$ cat config.mk
export PLATFORM = sky130hd
export DESIGN_NAME = password_rule_checker_unit
export DESIGN_NICKNAME = d
export VERILOG_FILES = /design/src/hw/rtl/prc_pkg.sv /design/src/hw/rtl/password_rule_checker_unit.sv /design/src/hw/rtl/prc_track.sv
export SDC_FILE = /design/constraint.sdc
export NUM_CORES = 1
export LEC_CHECK = 0
export BUFFER_PORTS_ARGS = -buffer_cell sky130_fd_sc_hd__buf_2
export CAP_MARGIN = 30
export CORE_UTILIZATION = 35
export DETAILED_ROUTE_END_ITERATION = 10
export HOLD_SLACK_MARGIN = 0.15
export PLACE_DENSITY = 0.57
export SLEW_MARGIN = 15
export SYNTH_ARGS = -nofsm -noshare
export SYNTH_HDL_FRONTEND = slang
export SYNTH_SLANG_ARGS = --single-unit
$ cat constraint.sdc
create_clock -name clk -period 4.9 [get_ports clk]
set_input_delay 0.245 -clock clk [delete_from_list [all_inputs] [get_ports clk]]
set_output_delay 0.245 -clock clk [all_outputs]
set_load 0.03 [all_outputs]
$ cat src/hw/rtl/prc_pkg.sv
// ----------------------------------------------------------------------------
// Password rule checker package
// Shared configuration type, register indexes, reason codes and field sizes.
// ----------------------------------------------------------------------------
`default_nettype none

package prc_pkg;

  localparam int CFG_IDX_W  = 3;
  localparam int CFG_DATA_W = 32;
  localparam int RUN_W      = 16;
  localparam int LIMIT_W    = 16;
  localparam int ENTROPY_W  = 32;
  localparam int REASON_W   = 4;

  // Configuration register indexes.
  localparam logic [CFG_IDX_W-1:0] CFG_CHECK_ENABLE    = 3'd0;
  localparam logic [CFG_IDX_W-1:0] CFG_REQUIRE_CLASSES = 3'd1;
  localparam logic [CFG_IDX_W-1:0] CFG_MIN_LENGTH      = 3'd2;
  localparam logic [CFG_IDX_W-1:0] CFG_MAX_LENGTH      = 3'd3;
  localparam logic [CFG_IDX_W-1:0] CFG_MAX_REPETITION  = 3'd4;
  localparam logic [CFG_IDX_W-1:0] CFG_MAX_SEQUENCE    = 3'd5;
  localparam logic [CFG_IDX_W-1:0] CFG_MIN_ENTROPY     = 3'd6;

  // Bit positions in check_enable.
  localparam int EN_MIN_LEN  = 0;
  localparam int EN_MAX_LEN  = 1;
  localparam int EN_REPEAT   = 2;
  localparam int EN_SEQUENCE = 3;

  // Bit positions in require_classes and in the seen-class flags.
  localparam int CLS_CAPITAL = 0;
  localparam int CLS_DIGIT   = 1;
  localparam int CLS_SYMBOL  = 2;

  // Bit positions in the sticky run flags.
  localparam int EXC_REPEAT   = 0;
  localparam int EXC_SEQUENCE = 1;

  // Verdict reason codes.
  localparam logic [REASON_W-1:0] R_PASS     = 4'd0;
  localparam logic [REASON_W-1:0] R_MIN_LEN  = 4'd1;
  localparam logic [REASON_W-1:0] R_MAX_LEN  = 4'd2;
  localparam logic [REASON_W-1:0] R_CAPITAL  = 4'd3;
  localparam logic [REASON_W-1:0] R_DIGIT    = 4'd4;
  localparam logic [REASON_W-1:0] R_SYMBOL   = 4'd5;
  localparam logic [REASON_W-1:0] R_REPEAT   = 4'd6;
  localparam logic [REASON_W-1:0] R_SEQUENCE = 4'd7;
  localparam logic [REASON_W-1:0] R_ENTROPY  = 4'd8;

  typedef struct packed {
    logic [3:0]           check_enable;
    logic [2:0]           require_classes;
    logic [LIMIT_W-1:0]   len_floor;
    logic [LIMIT_W-1:0]   len_ceiling;
    logic [LIMIT_W-1:0]   repeat_limit;
    logic [LIMIT_W-1:0]   climb_limit;
    logic [ENTROPY_W-1:0] entropy_floor;
  } prc_cfg_t;

endpackage

`default_nettype wire

$ cat src/hw/rtl/password_rule_checker_unit.sv
// Pipeline: a final request is held in the input stage register, and out_valid
// rises when that request moves on into the result register.
// Throughput: one request per cycle while the result register is free or drains;
// the byte update and the verdict are one level of small counters and compares between the two registers.
// Reset: synchronous, active low; clears statistics, empties both stages and
// loads the configuration registers with their defaults.
// ----------------------------------------------------------------------------
// Password rule checker
// Streams a password one byte per request and returns one verdict with the
// first failing check on the request marked last.
// ----------------------------------------------------------------------------
`default_nettype none

module password_rule_checker_unit #(
  parameter int LENGTH_BITS = 16
) (
  input  wire logic                              clk,
  input  wire logic                              rst_n,
  input  wire logic                              cfg_valid,
  output logic                                   cfg_ready,
  input  wire logic [prc_pkg::CFG_IDX_W-1:0]     cfg_index,
  input  wire logic [prc_pkg::CFG_DATA_W-1:0]    cfg_data,
  input  wire logic                              in_valid,
  output logic                                   in_ready,
  input  wire logic                              in_has_char,
  input  wire logic [7:0]                        in_char_byte,
  input  wire logic                              in_is_last,
  output logic                                   out_valid,
  input  wire logic                              out_ready,
  output logic                                   out_accepted,
  output logic      [prc_pkg::REASON_W-1:0]      out_fail_reason
);
  import prc_pkg::*;

  prc_cfg_t            cfg_r;
  logic                s1_valid_r;
  logic                s1_has_r;
  logic [7:0]          s1_byte_r;
  logic                s1_last_r;
  logic                out_valid_r;
  logic                out_accepted_r;
  logic [REASON_W-1:0] out_reason_r;
  logic [REASON_W-1:0] reason;
  logic                s1_adv;
  logic                step;

  assign cfg_ready = 1'b1;

  always_ff @(posedge clk) begin
    if (!rst_n) begin
      cfg_r.check_enable    <= '0;
      cfg_r.require_classes <= '0;
      cfg_r.len_floor       <= '0;
      cfg_r.len_ceiling     <= '1;
      cfg_r.repeat_limit    <= '0;
      cfg_r.climb_limit     <= '0;
      cfg_r.entropy_floor   <= '0;
    end else if (cfg_valid) begin
      unique case (cfg_index)
        CFG_CHECK_ENABLE:    cfg_r.check_enable    <= cfg_data[3:0];
        CFG_REQUIRE_CLASSES: cfg_r.require_classes <= cfg_data[2:0];
        CFG_MIN_LENGTH:      cfg_r.len_floor       <= cfg_data[LIMIT_W-1:0];
        CFG_MAX_LENGTH:      cfg_r.len_ceiling     <= cfg_data[LIMIT_W-1:0];
        CFG_MAX_REPETITION:  cfg_r.repeat_limit    <= cfg_data[LIMIT_W-1:0];
        CFG_MAX_SEQUENCE:    cfg_r.climb_limit     <= cfg_data[LIMIT_W-1:0];
        CFG_MIN_ENTROPY:     cfg_r.entropy_floor   <= cfg_data[ENTROPY_W-1:0];
        default: ;
      endcase
    end
  end

  // The input stage moves on whenever the result register is free or drains.
  assign s1_adv   = !out_valid_r || out_ready;
  assign in_ready = !s1_valid_r || s1_adv;
  assign step     = s1_valid_r && s1_adv;

  always_ff @(posedge clk) begin
    if (!rst_n) begin
      s1_valid_r <= 1'b0;
    end else if (in_valid && in_ready) begin
      s1_valid_r <= 1'b1;
    end else if (s1_adv) begin
      s1_valid_r <= 1'b0;
    end
  end

  always_ff @(posedge clk) begin
    if (in_valid && in_ready) begin
      s1_has_r  <= in_has_char;
      s1_byte_r <= in_char_byte;
      s1_last_r <= in_is_last;
    end
  end

  prc_track #(
    .LENGTH_BITS(LENGTH_BITS)
  ) u_track (
    .clk       (clk),
    .rst_n     (rst_n),
    .cfg       (cfg_r),
    .step      (step),
    .has_char  (s1_has_r),
    .char_byte (s1_byte_r),
    .is_last   (s1_last_r),
    .reason    (reason)
  );

  always_ff @(posedge clk) begin
    if (!rst_n) begin
      out_valid_r <= 1'b0;
    end else if (step && s1_last_r) begin
      out_valid_r <= 1'b1;
    end else if (out_ready) begin
      out_valid_r <= 1'b0;
    end
  end

  always_ff @(posedge clk) begin
    if (step && s1_last_r) begin
      out_reason_r   <= reason;
      out_accepted_r <= (reason == R_PASS);
    end
  end

  assign out_valid       = out_valid_r;
  assign out_accepted    = out_accepted_r;
  assign out_fail_reason = out_reason_r;

  a_pass_matches_reason: assert property (@(posedge clk) disable iff (!rst_n)
    out_valid_r |-> (out_accepted_r == (out_reason_r == R_PASS)))
    else $error("accepted flag disagrees with reason code");

  a_reason_in_range: assert property (@(posedge clk) disable iff (!rst_n)
    out_valid_r |-> (out_reason_r <= R_ENTROPY))
    else $error("reason code out of range");

  a_result_from_last: assert property (@(posedge clk) disable iff (!rst_n)
    $rose(out_valid_r) |-> $past(s1_valid_r && s1_last_r))
    else $error("verdict without a final request");

  a_stage_held: assert property (@(posedge clk) disable iff (!rst_n)
    (s1_valid_r && !s1_adv) |=> (s1_valid_r && $stable(s1_byte_r) && $stable(s1_last_r)))
    else $error("stalled input stage lost its request");

endmodule

`default_nettype wire

$ cat src/hw/rtl/prc_track.sv
// ----------------------------------------------------------------------------
// Password rule checker stream tracker
// Holds the per-password statistics, folds in one byte per step and forms
// the verdict for a final request from the updated statistics.
// ----------------------------------------------------------------------------
`default_nettype none

module prc_track #(
  parameter int LENGTH_BITS = 16
) (
  input  wire logic                            clk,
  input  wire logic                            rst_n,
  input  wire prc_pkg::prc_cfg_t               cfg,
  input  wire logic                            step,
  input  wire logic                            has_char,
  input  wire logic [7:0]                      char_byte,
  input  wire logic                            is_last,
  output logic      [prc_pkg::REASON_W-1:0]    reason
);
  import prc_pkg::*;

  localparam int CMP_W = (LENGTH_BITS > LIMIT_W) ? LENGTH_BITS : LIMIT_W;
  localparam int ENT_W = (LENGTH_BITS + 3 > ENTROPY_W) ? LENGTH_BITS + 3 : ENTROPY_W;

  logic [LENGTH_BITS-1:0] cnt_r, cnt_nxt;
  logic [7:0]             prev_r, prev_nxt;
  logic [RUN_W-1:0]       rep_r, rep_nxt;
  logic [RUN_W-1:0]       seq_r, seq_nxt;
  logic [2:0]             seen_r, seen_nxt;
  logic [1:0]             exc_r, exc_nxt;

  logic                   is_cap, is_low, is_dig;
  logic [8:0]             prev_inc;
  logic [ENT_W-1:0]       cnt_ext, entropy;

  assign is_cap   = (char_byte >= 8'h41) && (char_byte <= 8'h5A);
  assign is_low   = (char_byte >= 8'h61) && (char_byte <= 8'h7A);
  assign is_dig   = (char_byte >= 8'h30) && (char_byte <= 8'h39);
  // Sign-extended previous byte plus one; 0x7F then 0x80 does not match.
  assign prev_inc = {prev_r[7], prev_r} + 9'd1;

  always_comb begin
    cnt_nxt  = cnt_r;
    prev_nxt = prev_r;
    rep_nxt  = rep_r;
    seq_nxt  = seq_r;
    seen_nxt = seen_r;
    exc_nxt  = exc_r;
    if (has_char) begin
      seen_nxt[CLS_CAPITAL] = seen_r[CLS_CAPITAL] | is_cap;
      seen_nxt[CLS_DIGIT]   = seen_r[CLS_DIGIT] | is_dig;
      seen_nxt[CLS_SYMBOL]  = seen_r[CLS_SYMBOL] | ~(is_cap | is_low | is_dig);
      if (cnt_r == '0) begin
        rep_nxt = RUN_W'(1);
        seq_nxt = RUN_W'(1);
      end else begin
        if (char_byte == prev_r) begin
          if (rep_r != '1) rep_nxt = rep_r + RUN_W'(1);
        end else begin
          rep_nxt = RUN_W'(1);
        end
        if ({char_byte[7], char_byte} == prev_inc) begin
          if (seq_r != '1) seq_nxt = seq_r + RUN_W'(1);
        end else begin
          seq_nxt = RUN_W'(1);
        end
      end
      if (rep_nxt > cfg.repeat_limit) exc_nxt[EXC_REPEAT] = 1'b1;
      if (seq_nxt > cfg.climb_limit) exc_nxt[EXC_SEQUENCE] = 1'b1;
      prev_nxt = char_byte;
      if (cnt_r != '1) cnt_nxt = cnt_r + LENGTH_BITS'(1);
    end
  end

  // Length times seven, formed as a shift and a subtract.
  assign cnt_ext = ENT_W'(cnt_nxt);
  assign entropy = (cnt_ext << 3) - cnt_ext;

  always_comb begin
    priority if (cfg.check_enable[EN_MIN_LEN] &&
                 (CMP_W'(cnt_nxt) < CMP_W'(cfg.len_floor))) begin
      reason = R_MIN_LEN;
    end else if (cfg.check_enable[EN_MAX_LEN] &&
                 (CMP_W'(cnt_nxt) > CMP_W'(cfg.len_ceiling))) begin
      reason = R_MAX_LEN;
    end else if (cfg.require_classes[CLS_CAPITAL] && !seen_nxt[CLS_CAPITAL]) begin
      reason = R_CAPITAL;
    end else if (cfg.require_classes[CLS_DIGIT] && !seen_nxt[CLS_DIGIT]) begin
      reason = R_DIGIT;
    end else if (cfg.require_classes[CLS_SYMBOL] && !seen_nxt[CLS_SYMBOL]) begin
      reason = R_SYMBOL;
    end else if (cfg.check_enable[EN_REPEAT] && exc_nxt[EXC_REPEAT]) begin
      reason = R_REPEAT;
    end else if (cfg.check_enable[EN_SEQUENCE] && exc_nxt[EXC_SEQUENCE]) begin
      reason = R_SEQUENCE;
    end else if (entropy < ENT_W'(cfg.entropy_floor)) begin
      reason = R_ENTROPY;
    end else begin
      reason = R_PASS;
    end
  end

  // The statistics start over after every verdict.
  always_ff @(posedge clk) begin
    if (!rst_n || (step && is_last)) begin
      cnt_r  <= '0;
      prev_r <= '0;
      rep_r  <= '0;
      seq_r  <= '0;
      seen_r <= '0;
      exc_r  <= '0;
    end else if (step) begin
      cnt_r  <= cnt_nxt;
      prev_r <= prev_nxt;
      rep_r  <= rep_nxt;
      seq_r  <= seq_nxt;
      seen_r <= seen_nxt;
      exc_r  <= exc_nxt;
    end
  end

endmodule

`default_nettype wire
## After elaboration in Yosys (flattened, before gate mapping)

Index checks and enable logic that the tools add are counted.

| word-level totals | value |
|---|---|
| flip-flop bits (word level) | 181 |
| input bits | 50 |
| output and inout bits | 8 |
| logic and storage cells | 114 |

| cells by class | value |
|---|---|
| multiplexer cells | 26 |
| magnitude comparators | 11 |
| $add $sub $neg | 5 |
| bitwise logic cells | 6 |
| eq/ne operators | 11 |
| reduce and logical (&&, ||, !) cells | 35 |

Operators with widths:

| kind | count |
|---|---|
| 16-bit 2-to-1 mux | 10 |
| 16-bit by 1-bit adder with 16-bit output, second input constant | 3 |
| 16-bit > comparator | 3 |
| 16-bit != test, second input constant | 3 |
| 32-bit < comparator | 1 |
| 4-bit 2-to-1 mux | 8 |
| 19-bit by 16-bit subtractor with 20-bit output | 1 |
| 8-bit by 7-bit greater-or-equal comparator with 1-bit output, second input constant | 2 |
| 8-bit by 7-bit less-or-equal comparator with 1-bit output, second input constant | 2 |
| 16-bit logical NOT | 1 |
| 16-bit < comparator | 1 |
| 2-bit AND reduction | 8 |
| 1-bit logical AND | 13 |
| 8-bit by 2-bit adder with 9-bit output, second input constant | 1 |
| 3-bit == test, second input constant | 3 |
| 9-bit == test | 1 |
| 8-bit == test | 1 |
| 8-bit by 6-bit greater-or-equal comparator with 1-bit output, second input constant | 1 |
| 8-bit by 6-bit less-or-equal comparator with 1-bit output, second input constant | 1 |
| 3-bit by 2-bit == test with 1-bit output, second input constant | 2 |
| 1-bit logical NOT | 6 |
| 1-bit 2-to-1 mux | 6 |
| 1-bit bitwise OR | 5 |
| 4-bit logical NOT | 1 |
| 7 further kinds | 10 |

## Longest topological paths before layout

Gate-level depths: netlist of the first run.

| depth | value |
|---|---|
| word-level depth | 17 |
| gate-level depth with buffers | 25 |
| mapped depth without buffers | 24 |

## Hierarchy

A second synthesis of the first run with hierarchy kept.

| unflattened totals | value |
|---|---|
| cells, all modules | 1421 |
| area, all modules | 11776.3 um2 |

By module, submodules not included:

| module | times used | sequential area each (um2) | area each (um2) | cells each |
|---|---|---|---|---|
| prc_track | 1 | 1221.2 | 7195.7 | 999 |
| password_rule_checker_unit | 1 | 2552.4 | 4580.6 | 422 |

## Least setup slack after synthesis of the first run

Ideal clock, no wire load.

| timing path | value |
|---|---|
| path kind | flip-flop to flip-flop |
| start | register u_track.cnt_r[1] |
| end | register out_accepted_r, in the netlist out_accepted (data pin) |
| cell stages (with the launch flop) | 22 |
| period minus slack after synthesis | 4.978 ns |
| buffers on the path | 1 |
| setup time | 0.255 ns |
| required time | 4.645 ns |
| setup slack | -0.078 ns |
| data arrival time | 4.723 ns |
| cell sequence | dfxtp_1 -> ha_1 -> nand3_2 -> o41ai_2 -> buf_2 -> mux2i_1 -> inv_1 -> ha_1 -> a21oi_1 -> o31ai_1 -> o21ba_2 -> o22ai_1 -> o211a_1 -> nor2_1 -> ha_1 -> a21o_1 -> a21o_1 -> a21oi_1 -> o211ai_1 -> a21oi_1 -> o21ai_0 -> nor2b_1 |

| between the ends | value |
|---|---|
| elaborated cells on any way between the ends | 31 |
| those cells by class | add/sub: 2; order compare: 5; eq/ne: 1; mux: 17; reduce/logical: 6 |

RTL lines:

| item | line | text |
|---|---|---|
| start, declared | prc_track.sv:25 | `logic [LENGTH_BITS-1:0] cnt_r, cnt_nxt;` |
| start signal, assigned | prc_track.sv:113 | `cnt_r <= cnt_nxt;` |
| 16-bit by 1-bit adder with 16-bit output / 16-bit != test (equally long branches) | prc_track.sv:71 | `if (cnt_r != '1) cnt_nxt = cnt_r + LENGTH_BITS'(1);` |
| 16-bit 2-to-1 mux | prc_track.sv:71 |  |
| 16-bit 2-to-1 mux (*) | prc_track.sv:49 | `if (has_char) begin` |
| net u_track.cnt_nxt[1] | prc_track.sv:25 |  |
| 19-bit by 16-bit subtractor with 20-bit output | prc_track.sv:77 | `assign entropy = (cnt_ext << 3) - cnt_ext;` |
| 32-bit < comparator | prc_track.sv:96 | `end else if (entropy < ENT_W'(cfg.entropy_floor)) begin` |
| 4-bit 2-to-1 mux | prc_track.sv:96 |  |
| 4-bit 2-to-1 mux | prc_track.sv:94 | `end else if (cfg.check_enable[EN_SEQUENCE] && exc_nxt[EXC_SEQUENCE]) begin` |
| 4-bit 2-to-1 mux | prc_track.sv:92 | `end else if (cfg.check_enable[EN_REPEAT] && exc_nxt[EXC_REPEAT]) begin` |
| 4-bit 2-to-1 mux | prc_track.sv:90 | `end else if (cfg.require_classes[CLS_SYMBOL] && !seen_nxt[CLS_SYMBOL]) begin` |
| 4-bit 2-to-1 mux | prc_track.sv:88 | `end else if (cfg.require_classes[CLS_DIGIT] && !seen_nxt[CLS_DIGIT]) begin` |
| 4-bit 2-to-1 mux | prc_track.sv:86 | `end else if (cfg.require_classes[CLS_CAPITAL] && !seen_nxt[CLS_CAPITAL]) begin` |
| 4-bit 2-to-1 mux | prc_track.sv:83 | `end else if (cfg.check_enable[EN_MAX_LEN] &&` |
| 4-bit 2-to-1 mux (*) | prc_track.sv:80 | `priority if (cfg.check_enable[EN_MIN_LEN] &&` |
| 4-bit logical NOT (*) | password_rule_checker_unit.sv:121 | `out_accepted_r <= (reason == R_PASS);` |
| end signal, assigned | password_rule_checker_unit.sv:121 |  |
| end, declared | password_rule_checker_unit.sv:41 | `logic out_accepted_r;` |

Mark *: on every way through the listed nets, which the timed path passes. The rest lies on a longest branch. The select of a mux whose other input is x is not followed.
A chain may end at the register's enable or synchronous reset.

## Worst setup path in the final report of the first run

| timing path | value |
|---|---|
| start | register u_track.cnt_r[15] |
| end | register out_accepted_r, in the netlist out_accepted (data pin) |

| between the ends | value |
|---|---|
| elaborated cells on any way between the ends | 31 |
| those cells by class | add/sub: 2; order compare: 5; eq/ne: 1; mux: 17; reduce/logical: 6 |

RTL lines:

| item | line |
|---|---|
| 16-bit != test (*) | prc_track.sv:71 |
| 16-bit 2-to-1 mux (*) | prc_track.sv:71 |
| 16-bit 2-to-1 mux (*) | prc_track.sv:49 |
| net u_track.cnt_nxt[1] | prc_track.sv:25 |
| 19-bit by 16-bit subtractor with 20-bit output | prc_track.sv:77 |
| 32-bit < comparator | prc_track.sv:96 |
| 4-bit 2-to-1 mux | prc_track.sv:96 |
| 4-bit 2-to-1 mux | prc_track.sv:94 |
| 4-bit 2-to-1 mux | prc_track.sv:92 |
| 4-bit 2-to-1 mux | prc_track.sv:90 |
| 4-bit 2-to-1 mux | prc_track.sv:88 |
| 4-bit 2-to-1 mux | prc_track.sv:86 |
| 4-bit 2-to-1 mux | prc_track.sv:83 |
| 4-bit 2-to-1 mux (*) | prc_track.sv:80 |
| 4-bit logical NOT (*) | password_rule_checker_unit.sv:121 |

Marked as above.

==> impl_metrics.tcl, run 1 <==
set metrics [dict create \
    synth_cell_types 69 \
    critPathArrivalTime_ns 4.91 \
    num_vias 10511 \
    dpl.hpwl_mm 23.2 \
    portBuffers 56 \
    critPathCaptureType "register" \
    drc_errors 0 \
    path_max_fanout 6 \
    clkPwrFrac_pct 38.9 \
    ios 58 \
    powerDensity_mw_per_mm2 251 \
    maxSlewViolCount 0 \
    hold_depth 3 \
    fmax_mhz 212 \
    swShare_pct 29.3 \
    design_area_mm2 0.0139 \
    reg2reg_slack_ns 0.19 \
    grt_antenna_before_repair 0 \
    drive_above_1_share_pct 12.0 \
    cap_violations 0 \
    dieArea_mm2 0.0343 \
    hold_viol_final 0 \
    cts_inserted_buffers 17 \
    post-route-period-util_pct 96.2 \
    synth_area_mm2 0.0117 \
    clock-sinks 181 \
    place_congestion 0.866 \
    core_area_mm2 0.0328 \
    hp-class "in2reg" \
    hold_path_end "cfg_r[58]$_SDFFE_PN0P_" \
    reg2reg_to "out_accepted$_DFFE_PP_" \
    synthArstFlopShare_pct 0 \
    grt_pass1_vias 9824 \
    outcome "finished clean" \
    grt_pass1_wl_mm 50.4 \
    die_y_um 185 \
    num_rows 66 \
    critical_path_required_ns 5.09 \
    min_from "cfg_data[10]" \
    setup_tns_ns 0 \
    cts_tree "yes" \
    die_w_um 185 \
    clock_latency_ns 0.45 \
    synth-edff-count 15 \
    power.total_mw 3.49 \
    p_sw_mw 1.02 \
    grt-ovfl-total 0 \
    post_drt_wl_per_cell_um 15.3 \
    place_area_mm2 0.0128 \
    clkSlewWorstSetupHoldPaths_ns 0.08 \
    ir_worst_vdd_mv 0.263 \
    ctsRootBufferMaster "clkbuf_16" \
    dr.pass1.iters 5 \
    wl_mm 31.7 \
    relSlewSlack_pct 48.0 \
    worstSetupStartpointType "register" \
    skew_ns 0.0148 \
    htreeDepth 4 \
    fin_nets 1782 \
    ff2ff_path_depth 21 \
    grtUsageTotal_pct 18.9 \
    critPathKind "reg2reg" \
    fin_util_pct 42.5 \
    start_util_pct 35.8 \
    clockBufferDepth 2 \
    synth_seq_area_share_pct 32.2 \
    r2r-start "u_track.cnt_r[15]$_SDFFE_PP0P_" \
    synth-main-ff-cell "dfxtp_1" \
    internal_power_mw 2.47 \
    via_per_inst 5.07 \
    drt_iter0_markers 649 \
    worstMarginPinSlew_ns 0.774 \
    leakage_nw 5.55 \
    seq_power_share_pct 44.4 \
    fin_crit_ns 4.71 \
    area_delta_synth_final_pct 18.6 \
    synth_nets 1677 \
    drtAntennaViolNets 0 \
    yosysTopAreaCell "dfxtp_1" \
    combPwrFrac_pct 16.7 \
    yosys_warnings 0 \
    synth_area_per_cell_um2 7.75 \
    synthCells 1514 \
    grt_max_degree 107 \
    setup_viol 0 \
    synth_area_leaders "dfxtp_1, ha_1, nand2_1, a21boi_0, inv_1" \
    ys_seq_elements 181 \
    yosysTopAreaCellShare_pct 28.3 \
]
-- layer usage --
layer / GRT usage (%) / up-vias / part of all wire (%)
met4: 5.79 / 0 / 1.6
li1: - / 5446 / -
met1: 23.8 / 4871 / 47
met3: 2.52 / 27 / 2.9
met2: 33.1 / 167 / 49
met5: 0 / - / 0
-- cells in the final DEF, fill, tap and decap left out, types with 4 or more instances in the layout --
cell type	instances
dfxtp_2	4
o21ai_1	4
nand2b_1	8
nor2b_1	20
nand4_1	36
o21ai_0	42
nor4_1	18
or3_1	15
ha_1	109
or4_1	5
and3_1	19
mux2i_1	9
a211oi_1	11
nand2_1	274
and4_1	5
and2_1	7
nor3_1	28
a21o_1	22
a21oi_1	91
inv_1	132
clkbuf_16	17
o31ai_1	5
buf_4	65
a31oi_1	11
nor2_1	83
nand3_1	36
dlygate4sd3_1	37
o21a_1	13
a21boi_0	85
buf_2	56
edfxtp_1	15
o211ai_1	24
inv_6	6
xnor2_1	38
dfxtp_1	162
xor2_1	30
-- cell usage after synthesis, drive strengths merged, types with 24 or more instances --
library cell	n
inv	133
clkbuf	62
a21boi	86
nand3	38
xor2	31
nor3	29
ha	113
nand2	274
xnor2	39
nand4	36
o211ai	24
o21ai	47
nor2	86
dfxtp	166
a21oi	93
-- kinds of logic (layout without fill, tap and decap cells) --
group,Yosys count,count (layout),share of synthesized area [%]
adder cells (fa/ha/maj),113,113,12.0
other,1,2,0.0320
AO/OA/AOI/OAI,349,349,19.7
XOR/XNOR,70,70,5.22
multiplexers,10,10,0.853
AND/OR/NAND/NOR,580,580,23.1
buffers and inverters,210,327,6.90
flip-flops,181,181,32.2
-- critical path, cell delays in order (launching register included) --
cell     delay [ns]
dfxtp_1        0.33
nand4_1        0.23
o41ai_4        0.42
buf_6          0.17
mux2i_2        0.24
inv_2          0.08
ha_4           0.27
nand2_1        0.06
or4_4          0.48
o21ba_4        0.22
o31a_1         0.25
o21ai_1        0.17
a21oi_2        0.07
xnor2_1        0.13
ha_1           0.31
a21o_1         0.16
a21o_1         0.18
a21oi_2        0.13
o31ai_1        0.07
nor3_1         0.23
o21ai_1        0.12
nor2b_1        0.14
-- layout make-up --
| class | instances | area (µm²) |
|---|---|---|
| timing repair buffer | 163 | 1220 |
| sequential | 181 | 3780 |
| inverter | 133 | 499 |
| tap | 442 | 553 |
| clock inverter | 13 | 114 |
| multi-input combinational | 1123 | 7310 |
| antenna | 1 | 2.50 |
| clock buffer | 18 | 439 |
| fill | 3305 | 18900 |
-- worst max-delay path by stage --
stage / slack [ns] / from / cells past startpoint / endpoint
6_report: 0.19 / u_track.cnt_r[15]$_SDFFE_PP0P_ / 21 / out_accepted$_DFFE_PP_
5_1_grt: -0.05 / u_track.cnt_r[0]$_SDFFE_PP0P_ / 22 / out_fail_reason[3]$_DFFE_PP_
2_1_floorplan: 0.009 / u_track.cnt_r[0]$_SDFFE_PP0P_ / 22 / out_accepted$_DFFE_PP_
3_5_place_dp: -0.15 / u_track.cnt_r[0]$_SDFFE_PP0P_ / 22 / out_fail_reason[3]$_DFFE_PP_
4_1_cts: 0.02 / u_track.cnt_r[0]$_SDFFE_PP0P_ / 22 / out_accepted$_DFFE_PP_
3_3_place_gp: 0.04 / u_track.cnt_r[0]$_SDFFE_PP0P_ / 22 / out_accepted$_DFFE_PP_
-- metrics by stage --
stage / setup WS, ns / hold WS, ns / instances
6_report: 0.186 / 0.158 / 2074
5_1_grt: -0.0494 / 0.165 / 2073
4_1_cts: 0.0198 / 0.153 / 2067
3_5_place_dp: -0.151 / 0.424 / 1998
3_3_place_gp: 0.0429 / 0.422 / 1996
2_1_floorplan: 0.00887 / 0.344 / 1514
-- state kept, by name, summed over array words and instances, names as in the netlist, 2 cells and up --
name and cells:
cfg_r 103, u_track.cnt_r 16, u_track.rep_r 16, u_track.seq_r 16, s1_byte_r 8, u_track.prev_r 8
out_fail_reason 4, u_track.seen_r 3, u_track.exc_r 2
-- power groups by stage --
stage	registers (mW)	logic (mW)	clock network, mW
global placement	1.58	0.532	0
finish	1.55	0.584	1.36
detailed placement	1.58	0.544	0
floorplan	1.58	0.373	0
CTS	1.55	0.575	1.39
global route	1.55	0.660	1.44
-- what timing repair did --
item | CTS | global route
buffers inserted | 1 | 3
setup endpoints to repair | 2 | 2
pin swaps | 1 | 12
gates resized for setup | 3 | 23
hold buffers | 37 | 0
hold endpoints to repair | 46 | 0
No activity file was read; power rests on OpenSTA's default activity.
==> run 2, diff against run 1 <==
--- a/config.mk
+++ b/config.mk
@@ -8,9 +8,11 @@
 export BUFFER_PORTS_ARGS = -buffer_cell sky130_fd_sc_hd__buf_2
 export CAP_MARGIN = 30
 export CORE_UTILIZATION = 35
+export CTS_BUF_LIST = sky130_fd_sc_hd__clkbuf_4 sky130_fd_sc_hd__clkbuf_8 sky130_fd_sc_hd__clkbuf_16
 export DETAILED_ROUTE_END_ITERATION = 10
 export HOLD_SLACK_MARGIN = 0.15
 export PLACE_DENSITY = 0.57
+export REMOVE_ABC_BUFFERS = 1
 export SLEW_MARGIN = 15
 export SYNTH_ARGS = -nofsm -noshare
 export SYNTH_HDL_FRONTEND = slang
==> run 2 against run 1 <==
  * Flip-flop and latch count unchanged
  * Count of clock-buffer cells in the layout increased by 2
  * Hold slack improved by 0.013 ns
  * Wire length increased by 3.3%
  * Sequential share of layout area decreased by 0.58 points
==> impl_metrics.tcl, run 2 (synthesis gave the netlist of run 1 again) <==
set metrics [dict create \
    dpl.hpwl_mm 24.1 \
    ff2ff_path_depth 23 \
    drc_errors 0 \
    fin_crit_ns 4.76 \
    rsz0062_at_grt "yes" \
    hp-class "in2reg" \
    crit_chain "nand4_1, o41ai_2, buf_4, buf_4, xnor2_2, inv_1, ha_4, nand2_2, or4_4, o21ba_4, o31a_1, buf_4, o21bai_1, a21oi_1, xnor2_1, ha_1, nand4_1, nor2_2, nand3_2, a31oi_4, nor3_2, o21ai_1, nor2_1" \
    power.total_mw 3.65 \
    fin_util_pct 43.4 \
    grt_pass1_vias 10518 \
    reg2reg_slack_ns 0.14 \
    critPathTopFamily "compound AO/OA/AOI/OAI gates" \
    skew_ns 0.0121 \
    clkSlewWorstSetupHoldPaths_ns 0.08 \
    relSlewSlack_pct 33.7 \
    place_congestion 0.889 \
    fillers 3358 \
    drive_above_1_share_pct 13.8 \
    portBuffers 56 \
    grtUsageTotal_pct 19.8 \
    clockBufferDepth 2 \
    maxSlewViolCount 0 \
    critPathKind "reg2reg" \
    clock_latency_ns 0.45 \
    core_area_mm2 0.0328 \
    register_area_mm2 0.00378 \
    powerDensity_mw_per_mm2 256 \
    grt_pass1_wl_mm 53.4 \
    antennaDiodeCount 0 \
    grt_antenna_before_repair 0 \
    largest_register "cfg_r" \
    p_sw_mw 1.01 \
    ir_worst_vdd_mv 0.267 \
    hold_path_end "cfg_r[34]$_SDFFE_PN0P_" \
    combPwrFrac_pct 16.7 \
    layout_commonest_cell "nand2_1" \
    post_drt_wl_per_cell_um 15.6 \
    ctsRootBufferMaster "clkbuf_16" \
    setup_viol 0 \
    leakage_nw 5.68 \
    post-route-period-util_pct 97.1 \
    critPathBufInv 4 \
    area_delta_synth_final_pct 21.2 \
    drtAntennaViolNets 0 \
    fin_nets 1808 \
    num_vias 10721 \
    slowest_stage "or4_4" \
    largest_reg_flops 103 \
    fmax_mhz 210 \
    design_area_mm2 0.0142 \
    setup_tns_ns 0 \
    die_y_um 185 \
    critPathCaptureType "register" \
    cpMostUsedCell "buf_4" \
    layout_common_cells "nand2_1, dfxtp_1, inv_1" \
    cap_violations 0 \
    cts_tree "yes" \
    multi_input_area_mm2 0.00738 \
    hold_slack_ns 0.171 \
    slowest_delay_ns 0.48 \
    grt-ovfl-total 0 \
    worstSetupStartpointType "register" \
    seq_power_share_pct 42.5 \
    critPathArrivalTime_ns 4.96 \
    dr.pass1.iters 5 \
    clock-sinks 181 \
    min_from "cfg_data[2]" \
    hold_depth 3 \
    cts_inserted_buffers 17 \
    outcome "finished clean" \
    die_w_um 185 \
    internal_power_mw 2.64 \
    grt_max_degree 75 \
    dieArea_mm2 0.0343 \
    num_rows 66 \
    r2r-start "u_track.cnt_r[15]$_SDFFE_PP0P_" \
    hold_viol_final 0 \
    reg2reg_to "out_fail_reason[3]$_DFFE_PP_" \
    clkPwrFrac_pct 40.8 \
    place_area_mm2 0.0129 \
    drt_iter0_markers 644 \
    worstMarginPinSlew_ns 0.987 \
    ios 58 \
    path_max_fanout 6 \
    start_util_pct 35.8 \
    via_per_inst 5.11 \
    wl_mm 32.8 \
    swShare_pct 27.8 \
    critical_path_required_ns 5.10 \
    htreeDepth 4 \
]
## run 2: cell count changes in the layout (fill, tap and decap cells not counted), sizes merged
cell / delta
bufinv: +3
buf: +20
diode: -1
clkbuf: +2
dlygate4sd3: +6
inv: -4
## run 2: cell type report
class,instances,share of cell area [%]
multi-input cells,1123,51.9
clock inverters,12,1.19
inverters,133,3.51
flip-flops and latches,181,26.6
clock buffers,20,3.15
well taps,442,3.89
repair buffers,189,9.80
## run 2: how the worst max path moves through the flow
stage	from	endpoint	depth (start not counted)
final	u_track.cnt_r[15]$_SDFFE_PP0P_	out_fail_reason[3]$_DFFE_PP_	23
after global routing	u_track.cnt_r[15]$_SDFFE_PP0P_	out_accepted$_DFFE_PP_	22
after CTS	u_track.cnt_r[1]$_SDFFE_PP0P_	out_fail_reason[3]$_DFFE_PP_	23
after detailed placement	u_track.cnt_r[0]$_SDFFE_PP0P_	out_fail_reason[3]$_DFFE_PP_	22
after global placement	u_track.cnt_r[0]$_SDFFE_PP0P_	out_fail_reason[3]$_DFFE_PP_	22
after floorplan	u_track.cnt_r[1]$_SDFFE_PP0P_	out_accepted$_DFFE_PP_	21
## run 2: power by group through the flow
stage               logic [mW]  registers [mW]  clock network (mW)
floorplan                0.351            1.58                   0
global placement         0.538            1.58                   0
detailed placement       0.550            1.58                   0
CTS                      0.589            1.55                1.52
global route             0.686            1.55                1.58
finish                   0.611            1.55                1.49
## run 2: worst reg2reg max path: cells and delay by family (launching register included)
kind,cells,cell delay (ns)
compound gates,7,1.44
flops,1,0.33
buf+inv,4,0.59
fa+ha+maj,2,0.58
xor+xnor,2,0.25
simple gates,8,1.29
## run 2: stage by stage
stage	setup WS (ns)	std cells
after floorplan	-0.365	1437
after global placement	-0.245	2010
after detailed placement	-0.362	2014
after CTS	0.000555	2091
after global routing	-0.0677	2100
final	0.143	2100
## run 2: what timing repair did
action / CTS / global route
hold endpoints to repair: 86 / 0
pin swaps: 3 / 17
hold buffers: 43 / 0
resized for setup: 10 / 34
endpoints found under the setup margin: 2 / 2
buffers inserted: 2 / 9
## run 2: layer usage
metal	wire (µm)	global-route usage [%]	vias to the layer above
met5	0	0	-
met4	1040	8.40	0
met3	840	2.63	52
met2	15700	33.7	147
met1	15200	24.9	5027
li1	-	-	5495
